File: src/design/fpid_pkg.sv
`timescale 1ns / 1ps
// ----------------------------------------------------------------------------
// fpid_pkg
// Types and constants shared by the fan PID thermal controller modules.
// ----------------------------------------------------------------------------
package fpid_pkg;

    // register index codes on the configuration port
    localparam int CFG_INDEX_W = 2;
    localparam int CFG_DATA_W  = 12;

    localparam logic [CFG_INDEX_W-1:0] REG_TARGET = 2'd0;
    localparam logic [CFG_INDEX_W-1:0] REG_KP     = 2'd1;
    localparam logic [CFG_INDEX_W-1:0] REG_KI     = 2'd2;
    localparam logic [CFG_INDEX_W-1:0] REG_KD     = 2'd3;

    // register reset values
    localparam logic [7:0]  TARGET_RESET = 8'd75;
    localparam logic [11:0] KP_RESET     = 12'd160;
    localparam logic [11:0] KI_RESET     = 12'd32;
    localparam logic [11:0] KD_RESET     = 12'd160;

    // status codes
    localparam logic [1:0] ST_OK        = 2'd0;
    localparam logic [1:0] ST_NO_SENSOR = 2'd1;
    localparam logic [1:0] ST_RANGE     = 2'd2;

    // loop limits
    localparam logic [7:0]         TEMP_LIMIT      = 8'd150;
    localparam logic signed [10:0] SUM_LIMIT       = 11'sd120;
    localparam logic signed [9:0]  ERR_CLEAR_BELOW = -10'sd4;
    localparam logic signed [25:0] OUT_LIMIT_Q4    = 26'sd1920;

    typedef struct packed {
        logic [7:0]  target;
        logic [11:0] kp;
        logic [11:0] ki;
        logic [11:0] kd;
    } cfg_t;

    typedef struct packed {
        logic       sensor_present;
        logic [7:0] cpu_temperature;
        logic [7:0] aux_temperature;
    } sample_t;

    typedef struct packed {
        logic [6:0]         error_sum;
        logic signed [8:0]  last_err;
        logic signed [8:0]  older_err;
        logic [10:0]        last_output;
    } loop_state_t;

    typedef struct packed {
        logic [1:0] status;
        logic       write_enable;
        logic [6:0] duty_level;
        logic       hold_before_stop;
    } result_t;

endpackage

File: src/design/fpid_cfg_regs.sv
`timescale 1ns / 1ps
// ----------------------------------------------------------------------------
// fpid_cfg_regs
// Configuration register file: target temperature and the three PID gains.
// ----------------------------------------------------------------------------
module fpid_cfg_regs (
    input  logic                            clk,
    input  logic                            rst_n,
    input  logic                            wr_en,
    input  logic [fpid_pkg::CFG_INDEX_W-1:0] wr_index,
    input  logic [fpid_pkg::CFG_DATA_W-1:0]  wr_data,
    output fpid_pkg::cfg_t                  cfg
);
    import fpid_pkg::*;

    cfg_t cfg_reg;
    cfg_t cfg_next;

    // decode a write request into the addressed register
    always_comb
    begin
        cfg_next = cfg_reg;
        if (wr_en)
        begin
            case (wr_index)
                REG_TARGET: cfg_next.target = wr_data[7:0];
                REG_KP:     cfg_next.kp     = wr_data;
                REG_KI:     cfg_next.ki     = wr_data;
                REG_KD:     cfg_next.kd     = wr_data;
                default:    cfg_next = cfg_reg;
            endcase
        end
    end

    always_ff @(posedge clk or negedge rst_n)
    begin
        if (!rst_n)
        begin
            cfg_reg.target <= TARGET_RESET;
            cfg_reg.kp     <= KP_RESET;
            cfg_reg.ki     <= KI_RESET;
            cfg_reg.kd     <= KD_RESET;
        end
        else
        begin
            cfg_reg <= cfg_next;
        end
    end

    assign cfg = cfg_reg;

endmodule

File: src/design/fpid_core.sv
`timescale 1ns / 1ps
// ----------------------------------------------------------------------------
// fpid_core
// One control tick: range checks, integral update, PID sum, clamp and
// the write / hold decision, plus the next loop state.
// ----------------------------------------------------------------------------
module fpid_core (
    input  fpid_pkg::cfg_t        cfg,
    input  fpid_pkg::sample_t     sample,
    input  fpid_pkg::loop_state_t state,
    output fpid_pkg::loop_state_t state_next,
    output fpid_pkg::result_t     result
);
    import fpid_pkg::*;

    logic [7:0]         temp;
    logic               range_bad;
    logic signed [9:0]  err;
    logic signed [10:0] sum_raw;
    logic [6:0]         sum;
    logic signed [11:0] d2;
    logic signed [12:0] kp_s;
    logic signed [12:0] ki_s;
    logic signed [12:0] kd_s;
    logic signed [7:0]  sum_s;
    logic signed [22:0] p_term;
    logic signed [24:0] d_term;
    logic signed [20:0] i_term;
    logic signed [25:0] pid_sum;
    logic [10:0]        pid_clamped;
    logic               pid_zero;
    logic               last_zero;

    // larger of the two temperatures and the error against target
    always_comb
    begin
        temp      = (sample.aux_temperature > sample.cpu_temperature)
                    ? sample.aux_temperature : sample.cpu_temperature;
        range_bad = (temp == 8'd0) || (temp >= TEMP_LIMIT);
        err       = $signed({2'b00, temp}) - $signed({2'b00, cfg.target});
    end

    // integral with clamp and clear
    always_comb
    begin
        sum_raw = $signed({4'b0000, state.error_sum}) + 11'(err);
        if (sum_raw > SUM_LIMIT)
            sum = SUM_LIMIT[6:0];
        else if ((sum_raw < 11'sd0) || (err < ERR_CLEAR_BELOW))
            sum = 7'd0;
        else
            sum = sum_raw[6:0];
    end

    // second difference and the three gain products
    always_comb
    begin
        d2     = 12'(err) - (12'(state.last_err) <<< 1) + 12'(state.older_err);
        kp_s   = $signed({1'b0, cfg.kp});
        ki_s   = $signed({1'b0, cfg.ki});
        kd_s   = $signed({1'b0, cfg.kd});
        sum_s  = $signed({1'b0, sum});
        p_term = kp_s * err;
        d_term = kd_s * d2;
        i_term = ki_s * sum_s;
    end

    // pid sum in sixteenths, clamped to 0..1920
    always_comb
    begin
        pid_sum = 26'(p_term) - 26'(d_term) + 26'(i_term);
        if (pid_sum > OUT_LIMIT_Q4)
            pid_clamped = OUT_LIMIT_Q4[10:0];
        else if (pid_sum < 26'sd0)
            pid_clamped = 11'd0;
        else
            pid_clamped = pid_sum[10:0];
        pid_zero  = (pid_clamped == 11'd0);
        last_zero = (state.last_output == 11'd0);
    end

    // result and state update
    always_comb
    begin
        state_next = state;
        result     = '0;
        if (!sample.sensor_present)
        begin
            result.status = ST_NO_SENSOR;
        end
        else if (range_bad)
        begin
            result.status = ST_RANGE;
        end
        else
        begin
            result.status        = ST_OK;
            state_next.error_sum = sum;
            state_next.older_err = state.last_err;
            state_next.last_err  = err[8:0];
            // staying off drives nothing
            if (!(pid_zero && last_zero))
            begin
                result.write_enable     = 1'b1;
                result.duty_level       = pid_clamped[10:4];
                result.hold_before_stop = pid_zero && !last_zero;
                state_next.last_output  = pid_clamped;
            end
        end
    end

endmodule

File: src/design/fan_pid_thermal_controller.sv
`timescale 1ns / 1ps
// ----------------------------------------------------------------------------
// fan_pid_thermal_controller
// Incremental PID fan controller: one request per control tick, one result.
// ----------------------------------------------------------------------------
// path: an accepted request waits in the input register, then moves into the
//       result register once the result slot is free
// throughput: one request per cycle while results are taken; the loop state updates in one pass
// reset: config registers return to their defaults, loop state is zero
//        (fan off) and both pipeline stages are empty
module fan_pid_thermal_controller (
    input  logic                             clk,
    input  logic                             rst_n,
    // request channel
    input  logic                             in_valid,
    output logic                             in_ready,
    input  logic                             sensor_present,
    input  logic [7:0]                       cpu_temperature,
    input  logic [7:0]                       aux_temperature,
    // result channel
    output logic                             out_valid,
    input  logic                             out_ready,
    output logic [1:0]                       status,
    output logic                             write_enable,
    output logic [6:0]                       duty_level,
    output logic                             hold_before_stop,
    // configuration channel
    input  logic                             cfg_valid,
    output logic                             cfg_ready,
    input  logic [fpid_pkg::CFG_INDEX_W-1:0] cfg_index,
    input  logic [fpid_pkg::CFG_DATA_W-1:0]  cfg_data
);
    import fpid_pkg::*;

    cfg_t        cfg;
    sample_t     sample_reg;
    logic        sample_valid_reg;
    loop_state_t state_reg;
    loop_state_t state_next;
    result_t     result_next;
    result_t     result_reg;
    logic        out_valid_reg;
    logic        advance;

    // configuration registers
    assign cfg_ready = 1'b1;

    fpid_cfg_regs u_cfg (
        .clk      (clk),
        .rst_n    (rst_n),
        .wr_en    (cfg_valid && cfg_ready),
        .wr_index (cfg_index),
        .wr_data  (cfg_data),
        .cfg      (cfg)
    );

    // handshake: the input stage moves on whenever the result slot frees
    assign advance  = sample_valid_reg && (!out_valid_reg || out_ready);
    assign in_ready = !sample_valid_reg || advance;

    // input register
    always_ff @(posedge clk or negedge rst_n)
    begin
        if (!rst_n)
        begin
            sample_valid_reg <= 1'b0;
        end
        else if (in_ready)
        begin
            sample_valid_reg <= in_valid;
        end
    end

    always_ff @(posedge clk)
    begin
        if (in_valid && in_ready)
        begin
            sample_reg.sensor_present  <= sensor_present;
            sample_reg.cpu_temperature <= cpu_temperature;
            sample_reg.aux_temperature <= aux_temperature;
        end
    end

    // tick computation
    fpid_core u_core (
        .cfg        (cfg),
        .sample     (sample_reg),
        .state      (state_reg),
        .state_next (state_next),
        .result     (result_next)
    );

    // loop state, updated as the tick moves into the result register
    always_ff @(posedge clk or negedge rst_n)
    begin
        if (!rst_n)
        begin
            state_reg <= '0;
        end
        else if (advance)
        begin
            state_reg <= state_next;
        end
    end

    // result register
    always_ff @(posedge clk or negedge rst_n)
    begin
        if (!rst_n)
        begin
            out_valid_reg <= 1'b0;
        end
        else if (advance)
        begin
            out_valid_reg <= 1'b1;
        end
        else if (out_ready)
        begin
            out_valid_reg <= 1'b0;
        end
    end

    always_ff @(posedge clk)
    begin
        if (advance)
        begin
            result_reg <= result_next;
        end
    end

    assign out_valid        = out_valid_reg;
    assign status           = result_reg.status;
    assign write_enable     = result_reg.write_enable;
    assign duty_level       = result_reg.duty_level;
    assign hold_before_stop = result_reg.hold_before_stop;

`ifndef SYNTHESIS
    // a waiting tick always reaches an empty result slot next cycle
    assert property (@(posedge clk) disable iff (!rst_n)
        sample_valid_reg && !out_valid_reg |=> out_valid_reg)
    else $error("tick did not advance into empty result register");

    // error statuses never drive the fan
    assert property (@(posedge clk) disable iff (!rst_n)
        out_valid && (status != ST_OK) |->
            !write_enable && (duty_level == 7'd0) && !hold_before_stop)
    else $error("error status with a duty write");

    // hold is only raised on a write of zero
    assert property (@(posedge clk) disable iff (!rst_n)
        out_valid && hold_before_stop |-> write_enable && (duty_level == 7'd0))
    else $error("hold flag without a zero write");

    // duty and integral stay within their limits
    assert property (@(posedge clk) disable iff (!rst_n)
        (state_reg.error_sum <= SUM_LIMIT[6:0])
        && (state_reg.last_output <= OUT_LIMIT_Q4[10:0]))
    else $error("loop state beyond its clamp");
`endif

endmodule

File: config.mk
export PLATFORM = sky130hd
export DESIGN_NAME = fan_pid_thermal_controller
export DESIGN_NICKNAME = d
export VERILOG_FILES = /design/src/design/fpid_pkg.sv /design/src/design/fpid_cfg_regs.sv /design/src/design/fpid_core.sv /design/src/design/fan_pid_thermal_controller.sv
export SDC_FILE = /design/constraint.sdc
export NUM_CORES = 1
export LEC_CHECK = 0
export BUFFER_PORTS_ARGS = -buffer_cell sky130_fd_sc_hd__buf_2
export CAP_MARGIN = 5
export CORE_ASPECT_RATIO = 2
export CORE_MARGIN = 10
export CORE_UTILIZATION = 40
export CTS_BUF_LIST = sky130_fd_sc_hd__clkbuf_8
export DETAILED_ROUTE_END_ITERATION = 6
export HOLD_SLACK_MARGIN = 0.03
export PLACE_DENSITY = 0.59
export SKIP_LAST_GASP = 1
export SYNTH_ARGS = -nofsm -noshare
export SYNTH_HDL_FRONTEND = slang
export SYNTH_SLANG_ARGS = --single-unit
File: constraint.sdc
create_clock -name clk -period 19.8 [get_ports clk]
set_clock_uncertainty 0.1 [all_clocks]
set_input_delay 3.96 -clock clk [delete_from_list [all_inputs] [get_ports clk]]
set_output_delay 3.96 -clock clk [all_outputs]
set_load 0.005 [all_outputs]
# Word level (Yosys, flattened, before mapping)
# Cells that the tools add are included.
# word_totals
register_bits,110
inputBits,36
out_inout_bits,14
elab_cells,72
# classes
n_addsub,6
mul,3
order_cmp,7
eq_ne,3
mux,9
n_bitwise,3
n_reduce_logical,24
# ops
cell,count
$add 26x21->26,1
$gt 26x12->1 const B,1
$lt 26x1->1 const B,1
$sub 23x25->26,1
$mul 13x12->25,1
$logic_not 11->1,2
$mul 13x9->22,1
$mux 11,2
$mul 12x7->19,1
$mux 7,2
$add 11x9->12,1
$gt 11x8->1 const B,1
$lt 11x1->1 const B,1
$sub 9x10->11,1
$add 8x9->10,1
$lt 9x3->1 const B,1
$mux 9,1
$sub 8x8->9,1
$ge 8x8->1 const B,1
$gt 8x8->1,1
$logic_not 8->1,1
$mux 8,1
$reduce_and 2->1,4
$eq 2x2->1 const B,2
13 further kinds,24

# Longest topological paths before layout
# Gate-level depths: netlist of the first run.
# logic_depth
ltp_word,17
ltp_mapped,64
mapped_depth_nobuf,62

# Modules after synthesis
# From an unflattened synthesis of the first run, not the netlist that was laid out.
# unflattened
hier_cells,2049
area_unflattened_um2,19459.9
# by_module_without_submodules
mod,n_inst,cells_per_inst,area_each_um2,seq_area_each_um2
fpid_core,1,1840,15293.4,0.0
fan_pid_thermal_controller,1,114,2406.1,1791.7
fpid_cfg_regs,1,95,1760.4,1112.3

# Least setup slack after synthesis of the first run
# OpenSTA, ideal clock, no wires.
# synth_path
kind,register to register
start,register sample_reg[1] (netlist name)
end,"register result_reg, in the netlist duty_level[0] (data pin)"
setup_ns,0.150
arrival_ns,14.551
t_required_ns,19.550
setup_slack_ns,4.999
stages_incl_launch_ff,56
path_buffers,3
period_less_slack_ns,14.801
cell_sequence,edfxtp_1 > ha_1 > nor2b_1 > o21a_1 > o21a_1 > o21ai_0 > nand3b_1 > nand2_1 > a21oi_1 > ha_1 > fa_1 > xnor2_1 > clkbuf_1 > ha_1 > a21o_1 > a21oi_1 > xnor2_1 > o311ai_0 > [20 not listed] > fa_1 > fa_1 > inv_1 > fa_1 > inv_1 > fa_1 > inv_1 > ha_1 > clkbuf_1 > nand4_1 > nor2b_1 > a31o_1 > or4_4 > a2111oi_2 > and4bb_1 > nand4_2 > or4b_4 > nor3_2
# synth_between
elab_chain_cells,16
word_cells_on_any_way,27
cone_classes,add/sub (6); mul (3); order compare (7); mux (5); reduce/logical (6)
# synth_lines
item,line_no,rtl
start: declaration,fan_pid_thermal_controller.sv:36,sample_t sample_reg;
$gt 8x8->1,fpid_core.sv:37,temp = (sample.aux_temperature > sample.cpu_temperature)
$mux 8 *,fpid_core.sv:38,? sample.aux_temperature : sample.cpu_temperature;
$sub 8x8->9 *,fpid_core.sv:40,"err = $signed({2'b00, temp}) - $signed({2'b00, cfg.target});"
via u_core.err[2],fpid_core.sv:18,logic signed [9:0] err;
branches (longest 6 deep; another with $sub 23x25->26),--,
$add 26x21->26 *,fpid_core.sv:71,pid_sum = 26'(p_term) - 26'(d_term) + 26'(i_term);
$lt 26x1->1,fpid_core.sv:74,else if (pid_sum < 26'sd0)
$mux 11,fpid_core.sv:74,
$mux 11 *,fpid_core.sv:72,if (pid_sum > OUT_LIMIT_Q4)
$logic_not 11->1,fpid_core.sv:78,pid_zero = (pid_clamped == 11'd0);
$logic_and 1x1->1,fpid_core.sv:102,if (!(pid_zero && last_zero))
$reduce_or 3->1 (no line),--,
end signal: assignment,fan_pid_thermal_controller.sv:127,result_reg <= result_next;
end: declaration,fan_pid_thermal_controller.sv:41,result_t result_reg;
# Mark *: on every way through the listed nets, which the timed path passes.
# A chain may end at the register's enable or synchronous reset.

# Worst setup path in the final report of the first run
# Ends and elaborated chain as after synthesis.

==> results of run 1 <==
==> worst register-to-register path: cells and delay by family (launching register included) <==
kind            cells  cell delay [ns]
flops               1             0.47
compound gates     14             3.56
buf+inv             7             0.84
xor+xnor            2             0.71
simple gates       14             4.09
fa+ha+maj          16             7.45
==> logic make-up after synthesis <==
kind of cell             share of synthesized area, %
flip-flops                                       15.3
XOR/XNOR                                         2.59
AO/OA/AOI/OAI                                    8.47
adder cells (fa/ha/maj)                          44.0
other                                          0.0198
multiplexers                                     3.66
AND/OR/NAND/NOR                                  16.9
buffers and inverters                            9.01
==> metal layers <==
layer,part of all wire [%],up-vias,track usage (%)
li1,-,6576,-
met4,7.1,2,12.4
met1,34,7180,17.8
met2,57,302,38.0
met3,2.6,160,2.11
met5,0.013,-,0
==> placed cells by master, fill, tap and decap left out, types with 8 or more instances in the layout <==
cell      netlist  final
o21bai_1        9      9
edfxtp_1       28     28
nand3_1        26     26
fa_1          278    278
o21a_1         12     12
xor2_1         26     26
a21oi_1        55     55
buf_2           0     47
buf_4           1     20
xnor2_1        30     30
o211ai_1        8      8
inv_1         383    383
nor2_1         83     83
nand2b_1       41     41
nor2b_1        25     25
nand2_1       213    213
and2_1        127    127
o31ai_1         9      9
o21ai_0        58     58
or3_1          14     14
a22o_1          9      9
clkbuf_8        0      9
ha_1          221    221
a21o_1         13     13
dfstp_2         9      9
nor3_1         31     31
and3_1         24     24
mux2_2         58     58
nor4_1          9      9
a211oi_1       10     10
dfrtp_1        73     73
==> worst min-delay path by stage <==
stage                          endpoint  slack (ns)  depth (start not counted)
after floorplan               out_valid        0.35                          1
after global placement        out_valid        0.36                          1
after detailed placement  state_reg[28]        0.37                          2
after CTS                 state_reg[28]        0.40                          2
after global routing       state_reg[8]        0.43                          2
final                     state_reg[28]        0.40                          2
==> final cells by class <==
type                    count  share of cell area (%)
multi-input cells        1488                    71.4
repair buffers             67                    1.92
inverters                 385                    7.21
well taps                 627                    3.91
flip-flops and latches    110                    14.5
diodes                      1                  0.0125
clock inverters             7                   0.468
clock buffers               9                   0.618
==> per-stage QoR <==
step	worst slack, ns	cells	instance area [um^2]	util [%]
after CTS	2.61	2693	20100	42.8
after detailed placement	2.66	2677	19800	42.4
after global routing	1.49	2694	20100	42.9
final	2.46	2694	20100	42.9
after floorplan	5.00	2051	18900	-
after global placement	2.89	2677	19800	42.4
==> flow_results.org, run 1 <==
** Timing
- On the final layout, the worst hold slack is 0.400 ns.
- The number of failing hold endpoints at the final stage is 0.
- Final critical path time including I/O delays and setup :: 17.34 ns
- Max Slew Vio Count :: 0
- In this run the tightest slew margin relative to its limit is 23.0%.
- Final setup viols :: 0
- In the finished design, the share of the clock period the worst path needs comes to 87.6%.
- Post-route setup TNS :: 0 ns
- Fmax achieved :: 57.7 MHz
- Setup repair after global routing missed its margin :: no
- Actual transition at the worst max-transition pin :: 1.15 ns

** Global routing
- The first global-routing pass estimated 84.9 mm of wire.
- Maximum number of pins on one net before global-route repair :: 58
- Antenna violations before repair :: 2
- The number of global-route vias before repair is 15.8k.
- For this run the aggregate overflow at the end of global routing stands at 0.
- Total Routing Usage GR :: 19.1%

** Critical path
- Most frequent cell on the critical path :: fa_1
- Data on the critical path is required at its endpoint by 20.02 ns.
- CP delay by family, top :: adder cells
- Type of element capturing the critical path :: register
- Beginning of the worst register-to-register path :: sample_reg[1]
- Path type of the worst setup path :: register to register
- Along the worst path, the maximum fanout reaches 13.
- Tracing the worst setup path back leads to its startpoint at sample_reg[1].
- Worst r2r path cells :: 53
- Capture point of the critical path :: duty_level[0]
- CP startpoint kind :: register
- Crit Reg-Reg Endpoint :: duty_level[0]
- On the critical path, the stage with the largest delay is an instance of nor3b_1.
- For this run, the slowest stage of the critical path takes around 0.68 ns.
- R2R Setup Slk :: 2.46 ns
- Number of buffer and inverter stages on the critical path :: 7
- STA puts the critical path data arrival time at 17.56 ns.
- The critical path crosses between 50 and 60 cells after its start point.

** Drt
- Initial DRC count :: 621
- After detailed routing, the number of vias per cell comes to 5.28.
- Wires add up to 53.0 mm.
- Routed via count :: 14.2k
- DRC violation count after routing :: 0
- Drt pass-1 iters :: 7
- In the final routed layout, each cell accounts on average for 19.7 um.
- Antenna Violating Nets Remaining :: 0

** Cells and area
- Flip-flop count of the largest register, all copies and words added :: 44
- Summing all flip-flop and latch instances after layout gives around 2900 um^2.
- Number of fill cells in the layout :: ~4.7k
- In the final design database the tool counted 2596 nets.
- Share of post-route cells with drive strength above 1 :: 8.33%
- Summing all multi-input logic gate instances after layout gives approximately 14000 um^2.
- The area growth from synthesis to layout is 6.00%.

** Floorplanning
- The floorplan has 112 rows.
- Area of the die :: 56900 um^2
- Die boundary width :: 174 um
- The die is 328 um tall.
- The region available for standard cell placement spans between 40000 and 50000 um^2.
- Once the floorplan was initialized, standard cells occupied around two fifths of the core.
- In this run the count of I/O pins placed on the die edge is 50.

** Clock tree
- TritonCTS built the clock tree.
- Cts hold-fix bufs :: 0
- After clock tree synthesis, the clock-pin slew on the worst setup and hold paths is 0.15 ns.
- Clock H-tree levels :: 3
- Maximum count of clock buffers along a single path :: 2
- After clock tree synthesis, the repair step resized 0 gates.
- Clock latency on the worst-skew pair, taken at its later pin, is 0.46 ns.
- CTS root buffer :: clkbuf_8
- Buffers added to address setup during post-CTS repair amount to 0.
- Clock sinks :: 110
- Clock tree synthesis inserted a total of 9 buffers.

** Run status
- The run finished with clean final reports.

** Synth
- Share of synthesized area occupied by flip-flops and latches :: 15.3%
- Number of synthesis warnings :: 0
- Synthesis instantiated 73 different standard cells from the library.
- The synthesized design contains 110 register bits.
- In the synthesized netlist the async set-or-reset flop fraction comes to 74.5%.
- In the synthesized netlist, the cells that appear most often are 383 x inv_1, 278 x fa_1, 221 x ha_1, 213 x nand2_1, 127 x and2_1.
- Number of synthesized flops with an enable pin :: 28
- The most used flip-flop cell after synthesis is dfrtp_1.
- Most frequent cell after synthesis :: inv_1
- Synthesis produced a netlist whose cell count is 2051.
- Area of the mapped netlist :: roughly 19000 um^2
- Mean post-synth cell area :: approximately 9 um^2
- Synth area leaders :: fa_1 29%, ha_1 15%, dfrtp_1 9.7%, inv_1 7.6%, edfxtp_1 4.4%
- Of the post-synthesis cell area, the dominant cell type holds 29.4%.
- Cell taking the most area after synthesis :: fa_1
- Synthesized net count :: 2586

** Hold path
- In this run the worst hold path is classified as register to register.
- The worst hold path begins at state_reg[28].

** Job
- Number of violations of the max-capacitance limit :: 0

** Place
- Final RePlAce weighted congestion :: 0.931
- Detailed placement finished with a half-perimeter wire length of 45.7 mm.
- Number of input and output port buffers inserted :: 48
Power of run 1 is left out: the tool's default activity adds up to more than one toggle a clock period on the data nets, which glitch-free logic cannot reach.
==> run 2, diff against run 1 <==
--- a/config.mk
+++ b/config.mk
@@ -13,7 +13,7 @@
 export CTS_BUF_LIST = sky130_fd_sc_hd__clkbuf_8
 export DETAILED_ROUTE_END_ITERATION = 6
 export HOLD_SLACK_MARGIN = 0.03
-export PLACE_DENSITY = 0.59
+export PLACE_DENSITY = 0.61
 export SKIP_LAST_GASP = 1
 export SYNTH_ARGS = -nofsm -noshare
 export SYNTH_HDL_FRONTEND = slang
==> constraint.sdc (replaced) <==
create_clock -name clk -period 14.8 [get_ports clk]
set_clock_uncertainty 0.1 [all_clocks]
set_input_delay 2.96 -clock clk [delete_from_list [all_inputs] [get_ports clk]]
set_output_delay 2.96 -clock clk [all_outputs]
set_load 0.005 [all_outputs]
==> run 2 against run 1 <==
Hold slack got worse by 0.00057 ns. Core utilization increased by 2.9 points. Critical path type unchanged. Largest cell class unchanged. Highest routed layer is now met4. Critical path depth increased by 5.
==> flow_results.org, run 2 (synthesis gave the netlist of run 1 again) <==
** Drt
- Met3 wire length :: 1.42 mm
- Routed length on met1 :: 17.5 mm
- Across all layers, the routed design uses 14.8k vias.
- The detailed router used layers up to and including met4.
- After detailed routing, the met2 layer carries 30.8 mm of wire.
- After detailed routing, the total wire length is ~53 mm.
- The first detailed-routing pass took 7 iterations.
- DRC violation count after routing :: 0
- After detailed routing, the number of vias per cell comes to 5.27.
- Dividing the detail-routed wire length by the instance count gives between 15 and 20 um.
- Antenna Violating Nets Remaining :: 0
- Initial DRC count :: 700

** Global routing
- Global-route wire length before repair :: 84.1 mm
- Total gr overflow :: 0
- Via count of the first global-routing pass :: 16.4k
- The initial antenna violation count was 1.
- For this run, the total global-route usage over all layers was measured as 18.8%.
- Entering global routing, the biggest net connects 60 pins.

** Critical path
- The worst setup path is captured at a register.
- Data on the critical path arrives at its endpoint at 14.72 ns.
- The startpoint identified for the worst register-to-register timing path is sample_reg[1].
- Critical path launch point :: sample_reg[1]
- CP delay by family, top :: adder cells
- Number of buffer and inverter stages on the critical path :: 9
- The worst setup path is of the register to register kind.
- Of all nets on the critical path, the largest fanout is 12.
- Most frequent cell on the critical path :: fa_1
- Req. time, crit path :: 15.01 ns
- STA classifies the critical path startpoint as a register.
- The largest individual stage delay along the critical path comes from the cell or4b_4.
- Critical Path Max Stage Delay :: 0.60 ns

** Timing
- Setup violations remaining at the end of the flow were counted as 0.
- The number of failing hold endpoints at the final stage came to 0.
- Headroom to the max-slew limit came out at 19.9%.
- Actual transition at the worst max-transition pin :: roughly 1.2 ns
- Setup repair after global routing could not meet its margin everywhere.
- Max Slew Vio Count :: 0
- The worst path meets setup with 0.286 ns of slack.
- Of the available clock period, the critical path in the final layout requires 98.1%.
- Static timing analysis puts the maximum clock frequency at 68.9 MHz.
- The clock period could shrink to 14.51 ns.

** Clock tree
- Number of clock buffers inserted by TritonCTS :: 9
- Clock H-tree levels :: 3
- CTS root buffer :: clkbuf_8
- Clock-pin slew was measured on the worst setup and hold paths at 0.13 ns.
- TritonCTS built the clock tree.
- Clock sinks :: 110
- Worst skew pair latency :: between 0.4 and 0.5 ns
- After clock tree synthesis, the flow added hold-fix buffers numbering 0.
- In this run the deepest clock path goes through 2 buffers.

** Cells and area
- Share of post-route cells with drive strength above 1 :: 16.3%
- Leaving out fill and tap cells, the most frequent cell in the layout is inv_1.
- After the flow finishes, the layout carries non-filler instances totaling 2807.
- Number of fill cells in the layout :: 4601
- Summing all multi-input logic gate instances after layout gives 14800 um^2.
- The register with the most flip-flops in the layout has 44 of them.
- The sequential cells in the finished layout cover a total of 2900 um^2.
- Final nets :: 2708
- In the layout the commonest cells are 382 x inv_1, 277 x fa_1, 211 x nand2_1, 207 x ha_1, 127 x and2_1.
- Synthesis-to-layout area growth :: 13.3%

** Floorplanning
- Cell Rows :: 112
- Die boundary width :: 174 um
- The die covers 56900 um^2.
- Measured along the y axis, the die boundary spans about 330 um.
- The core region is 46800 um^2.
- Initial cell density of the core :: 40.4%
- IO Pins :: 50

** Place
- Setup WS pre-CTS :: -0.347 ns
- At the end of routability-driven placement, the weighted congestion stood at 0.965.
- Placed Cells :: 2777
- Input and output buffers added on the ports amount to between 40 and 50.
- DPL Wire Length :: 46.0 mm

** Run status
- Run status :: completed

** Hold path
- In this run the worst hold path is classified as register to register.
- Critical hold path startpoint :: state_reg[9]

** Job
- Number of violations of the max-capacitance limit :: 0
[run 2: changes by cell type in the layout (fill, tap and decap cells not counted), sizes merged]
cell / previous run / this run
buf: 67 / 179
clkinv: 4 / 5
clkinvlp: 0 / 1
diode: 1 / 2
inv: 388 / 386
[run 2: final timing paths]
| check | end | slack [ns] | cells after the start |
|---|---|---|---|
| worst max-delay path | duty_level[0] | 0.29 | 58 |
| worst min-delay path | state_reg[9] | 0.40 | 2 |
| worst max register to register | duty_level[0] | 0.29 | 58 |
| worst min register to register | state_reg[9] | 0.40 | 2 |
| max in group asynchronous | state_reg[29] | 11.09 | 2 |
| min in group asynchronous | state_reg[4] | 2.29 | 1 |
[run 2: layout make-up]
type | count | share of cell area, %
clock buffers | 9 | 0.578
repair buffers | 179 | 5.87
well taps | 627 | 3.66
inverters | 385 | 6.75
flip-flops and latches | 110 | 13.6
clock inverters | 7 | 0.397
diodes | 2 | 0.0234
multi-input cells | 1488 | 69.2
[run 2: metal layers]
metal / vias to the layer above / track usage (%)
li1: 6809 / -
met1: 7500 / 16.9
met2: 329 / 37.6
met3: 161 / 2.13
met4: 0 / 13.1
met5: - / 0
[run 2: what timing repair did]
action                                  4_1_cts  5_1_grt
pin swaps                                     2       42
buffers inserted                              0       12
endpoints found under the setup margin       20       20
hold endpoints to repair                      0        0
resized for setup                            14       85
[run 2: tightest hold or removal path: stages, from the launching register on]
cell and delay (ns):
dfrtp_1 0.37, nand2_1 0.05, o31ai_1 0.05
[run 2: stage by stage]
stage	TNS (ns)	hold WS, ns	utilization, %	instance area [um^2]
floorplan	0	0.349	-	18900
CTS	0	0.402	44.6	20900
finish	0	0.399	45.8	21400
global route	-3.71	0.425	45.8	21400
global placement	-0.0919	0.360	44.0	20600
detailed placement	-4.28	0.371	44.0	20600
Power of run 2 is left out for the same reason.
==> run 3, diff against run 2 <==
--- a/config.mk
+++ b/config.mk
@@ -8,7 +8,7 @@
 export BUFFER_PORTS_ARGS = -buffer_cell sky130_fd_sc_hd__buf_2
 export CAP_MARGIN = 5
 export CORE_ASPECT_RATIO = 2
-export CORE_MARGIN = 10
+export CORE_MARGIN = 1.5
 export CORE_UTILIZATION = 40
 export CTS_BUF_LIST = sky130_fd_sc_hd__clkbuf_8
 export DETAILED_ROUTE_END_ITERATION = 6
==> run 3 against run 2 <==
Largest cell class unchanged. Count of clock-buffer cells in the layout is the same. Non-clock buffer count fell by 27. Final cell count fell by 1.0%. Sequential cell count is the same. Setup slack improved by 0.12 ns. Sequential share of layout area rose by 0.076 points.
==> flow_results.org, run 3 (synthesis gave the netlist of run 1 again) <==
** Run status
- The flow ran to the end, and the final reports show no timing, DRC or antenna violations.

** Critical path
- Critical Path Max Stage Delay :: between 0.5 and 0.6 ns
- Crit-path max FO :: 5
- Number of buffer and inverter stages on the critical path :: 13
- Crit path max-delay cell type :: fa_2
- CP startpoint kind :: register
- Arrival time reported for the critical path endpoint :: roughly 15 ns
- In this design, the critical path's most frequently occurring cell is fa_1.
- CP delay by family, top :: adder cells
- The worst setup path is captured at a register.
- Data on the critical path is required at its endpoint by 15.02 ns.
- The setup path with the least slack is of type register to register.

** Cells and area
- Leading cell types in the layout, fill and taps excluded :: 367 x inv_1, 276 x fa_1, 209 x nand2_1, 202 x ha_1, 123 x and2_1
- Of the cells placed in the final design, the portion with a size suffix greater than 1 is 16.8%.
- Storage element area :: 2900 um^2
- Area occupied by multi-input gates :: around 15000 um^2
- The net count of the finished layout is 2681.
- Synthesis-to-layout area growth :: 12.6%
- Number of fill cells in the layout :: 4502
- The library cell used most frequently in the layout, excluding fill and tap cells, is inv_1.
- The register with the most flip-flops in the layout has 44 of them.

** Floorplanning
- For this configuration, the core starts out at a cell density of around two fifths.
- Cell Rows :: roughly 110
- IO Pins :: 50
- Area of the die :: a little under 50000 um^2
- Y dimension of the die :: about 310 um
- The total area inside the core boundary comes to about 47000 um^2.
- Measured along the x axis, the die boundary spans 157 um.

** Timing
- Actual transition at the worst max-transition pin :: ~1.3 ns
- In this run the tightest slew margin relative to its limit is 16.4%.
- Setup repair after global routing could not meet its margin everywhere.
- The worst path needs 14.40 ns of the cycle, external delays included.
- For the final routed database, the setup TNS stands at 0 ns.
- Final hold viol count :: 0
- The final number of max-transition violations was 0.
- Fmax achieved :: 69.5 MHz
- The tightest hold path in the finished design has a slack of 0.398 ns.
- Share of the clock period used by the worst path after layout :: 97.3%
- Final setup viols :: 0

** Clock tree
- The longest clock path from root to sink contains 2 buffers.
- TritonCTS built the clock tree.
- Worst skew pair latency :: 0.46 ns
- CTS root buffer :: clkbuf_8
- Clock-pin slew was measured on the worst setup and hold paths at 0.13 ns.
- Clock sinks :: 110
- Clock H-tree levels :: 3
- Number of clock buffers inserted by TritonCTS :: 9
- Cts hold-fix bufs :: 0

** Drt
- The routed design has roughly 54 mm of wire.
- Routed via count :: 14.5k
- The first routing iteration left 596 violations.
- Dividing the detail-routed wire length by the instance count gives 19.5 um.
- Antenna Violating Nets Remaining :: 0
- Dividing the detail-routed via count by the number of cells gives approximately 5.2.
- DRC violation count after routing :: 0
- Drt pass-1 iters :: 5

** Global routing
- Maximum number of pins on one net before global-route repair :: 57
- Global-route wire length before repair :: 84.3 mm
- Antenna violations before repair :: 2
- The number of global-route vias before repair was approximately 16k.
- Global routing used 23.0% of the available tracks across all layers.
- Total gr overflow :: 0

** Job
- Across the run, the number of max-cap violations was 0.

** Place
- Buffers placed on the I/O ports in this run total 48.
- Detailed placement finished with a half-perimeter wire length of 46.0 mm.
- At the end of routability-driven placement, the weighted congestion stood at 0.970.

** Hold path
- Worst min-delay path category :: register to register
[run 3: cell count changes in the layout (fill, tap and decap cells not counted), moves of 4 or more]
cell,change
ha_1,-5
and2_1,-4
buf_4,-30
inv_2,+15
and2_4,+4
inv_1,-15
ha_4,+6
[run 3: per-layer routing]
layer	part of all wire, %	global-route usage (%)	up-vias
met1	32	20.8	7260
met2	58	47.0	319
met5	0.024	0	-
met4	7.3	14.4	2
li1	-	-	6748
met3	2.0	1.87	183
[run 3: path summary, 6_finish.rpt]
check | slack [ns] | start | endpoint | cells past startpoint
max reg2reg | 0.40 | sample_reg[9] | duty_level[0] | 58
min reg2reg | 0.40 | state_reg[10] | state_reg[10] | 1
max in group asynchronous | 11.11 | rst_n | u_cfg.cfg[19] | 2
min | 0.40 | state_reg[10] | state_reg[10] | 1
max | 0.40 | sample_reg[9] | duty_level[0] | 58
min in group asynchronous | 2.29 | rst_n | state_reg[0] | 1
[run 3: metrics by stage]
stage / instances / util, % / area (um^2) / setup slack [ns]
2_1_floorplan: 2051 / - / 18900 / 0.0332
3_5_place_dp: 2741 / 43.6 / 20300 / -0.384
5_1_grt: 2779 / 45.7 / 21300 / -0.218
3_3_place_gp: 2741 / 43.6 / 20300 / -0.124
6_report: 2779 / 45.7 / 21300 / 0.405
4_1_cts: 2759 / 44.3 / 20700 / 0.00317
[run 3: what timing repair did]
| action | CTS | global route |
|---|---|---|
| setup buffers | 2 | 21 |
| resized for setup | 25 | 122 |
| pin swaps | 7 | 91 |
| cloned | 0 | 1 |
| setup endpoints to repair | 20 | 20 |
[run 3: layout make-up]
type / count / share of cell area, %
Antenna cell: 1 / 0.0117
Clock buffer: 9 / 0.581
Clock inverter: 7 / 0.288
Inverter: 385 / 6.82
Multi-Input combinational cell: 1488 / 70.1
Sequential cell: 110 / 13.6
Tap cell: 627 / 3.68
Timing Repair Buffer: 152 / 4.93
Power of run 3 is left out for the same reason.
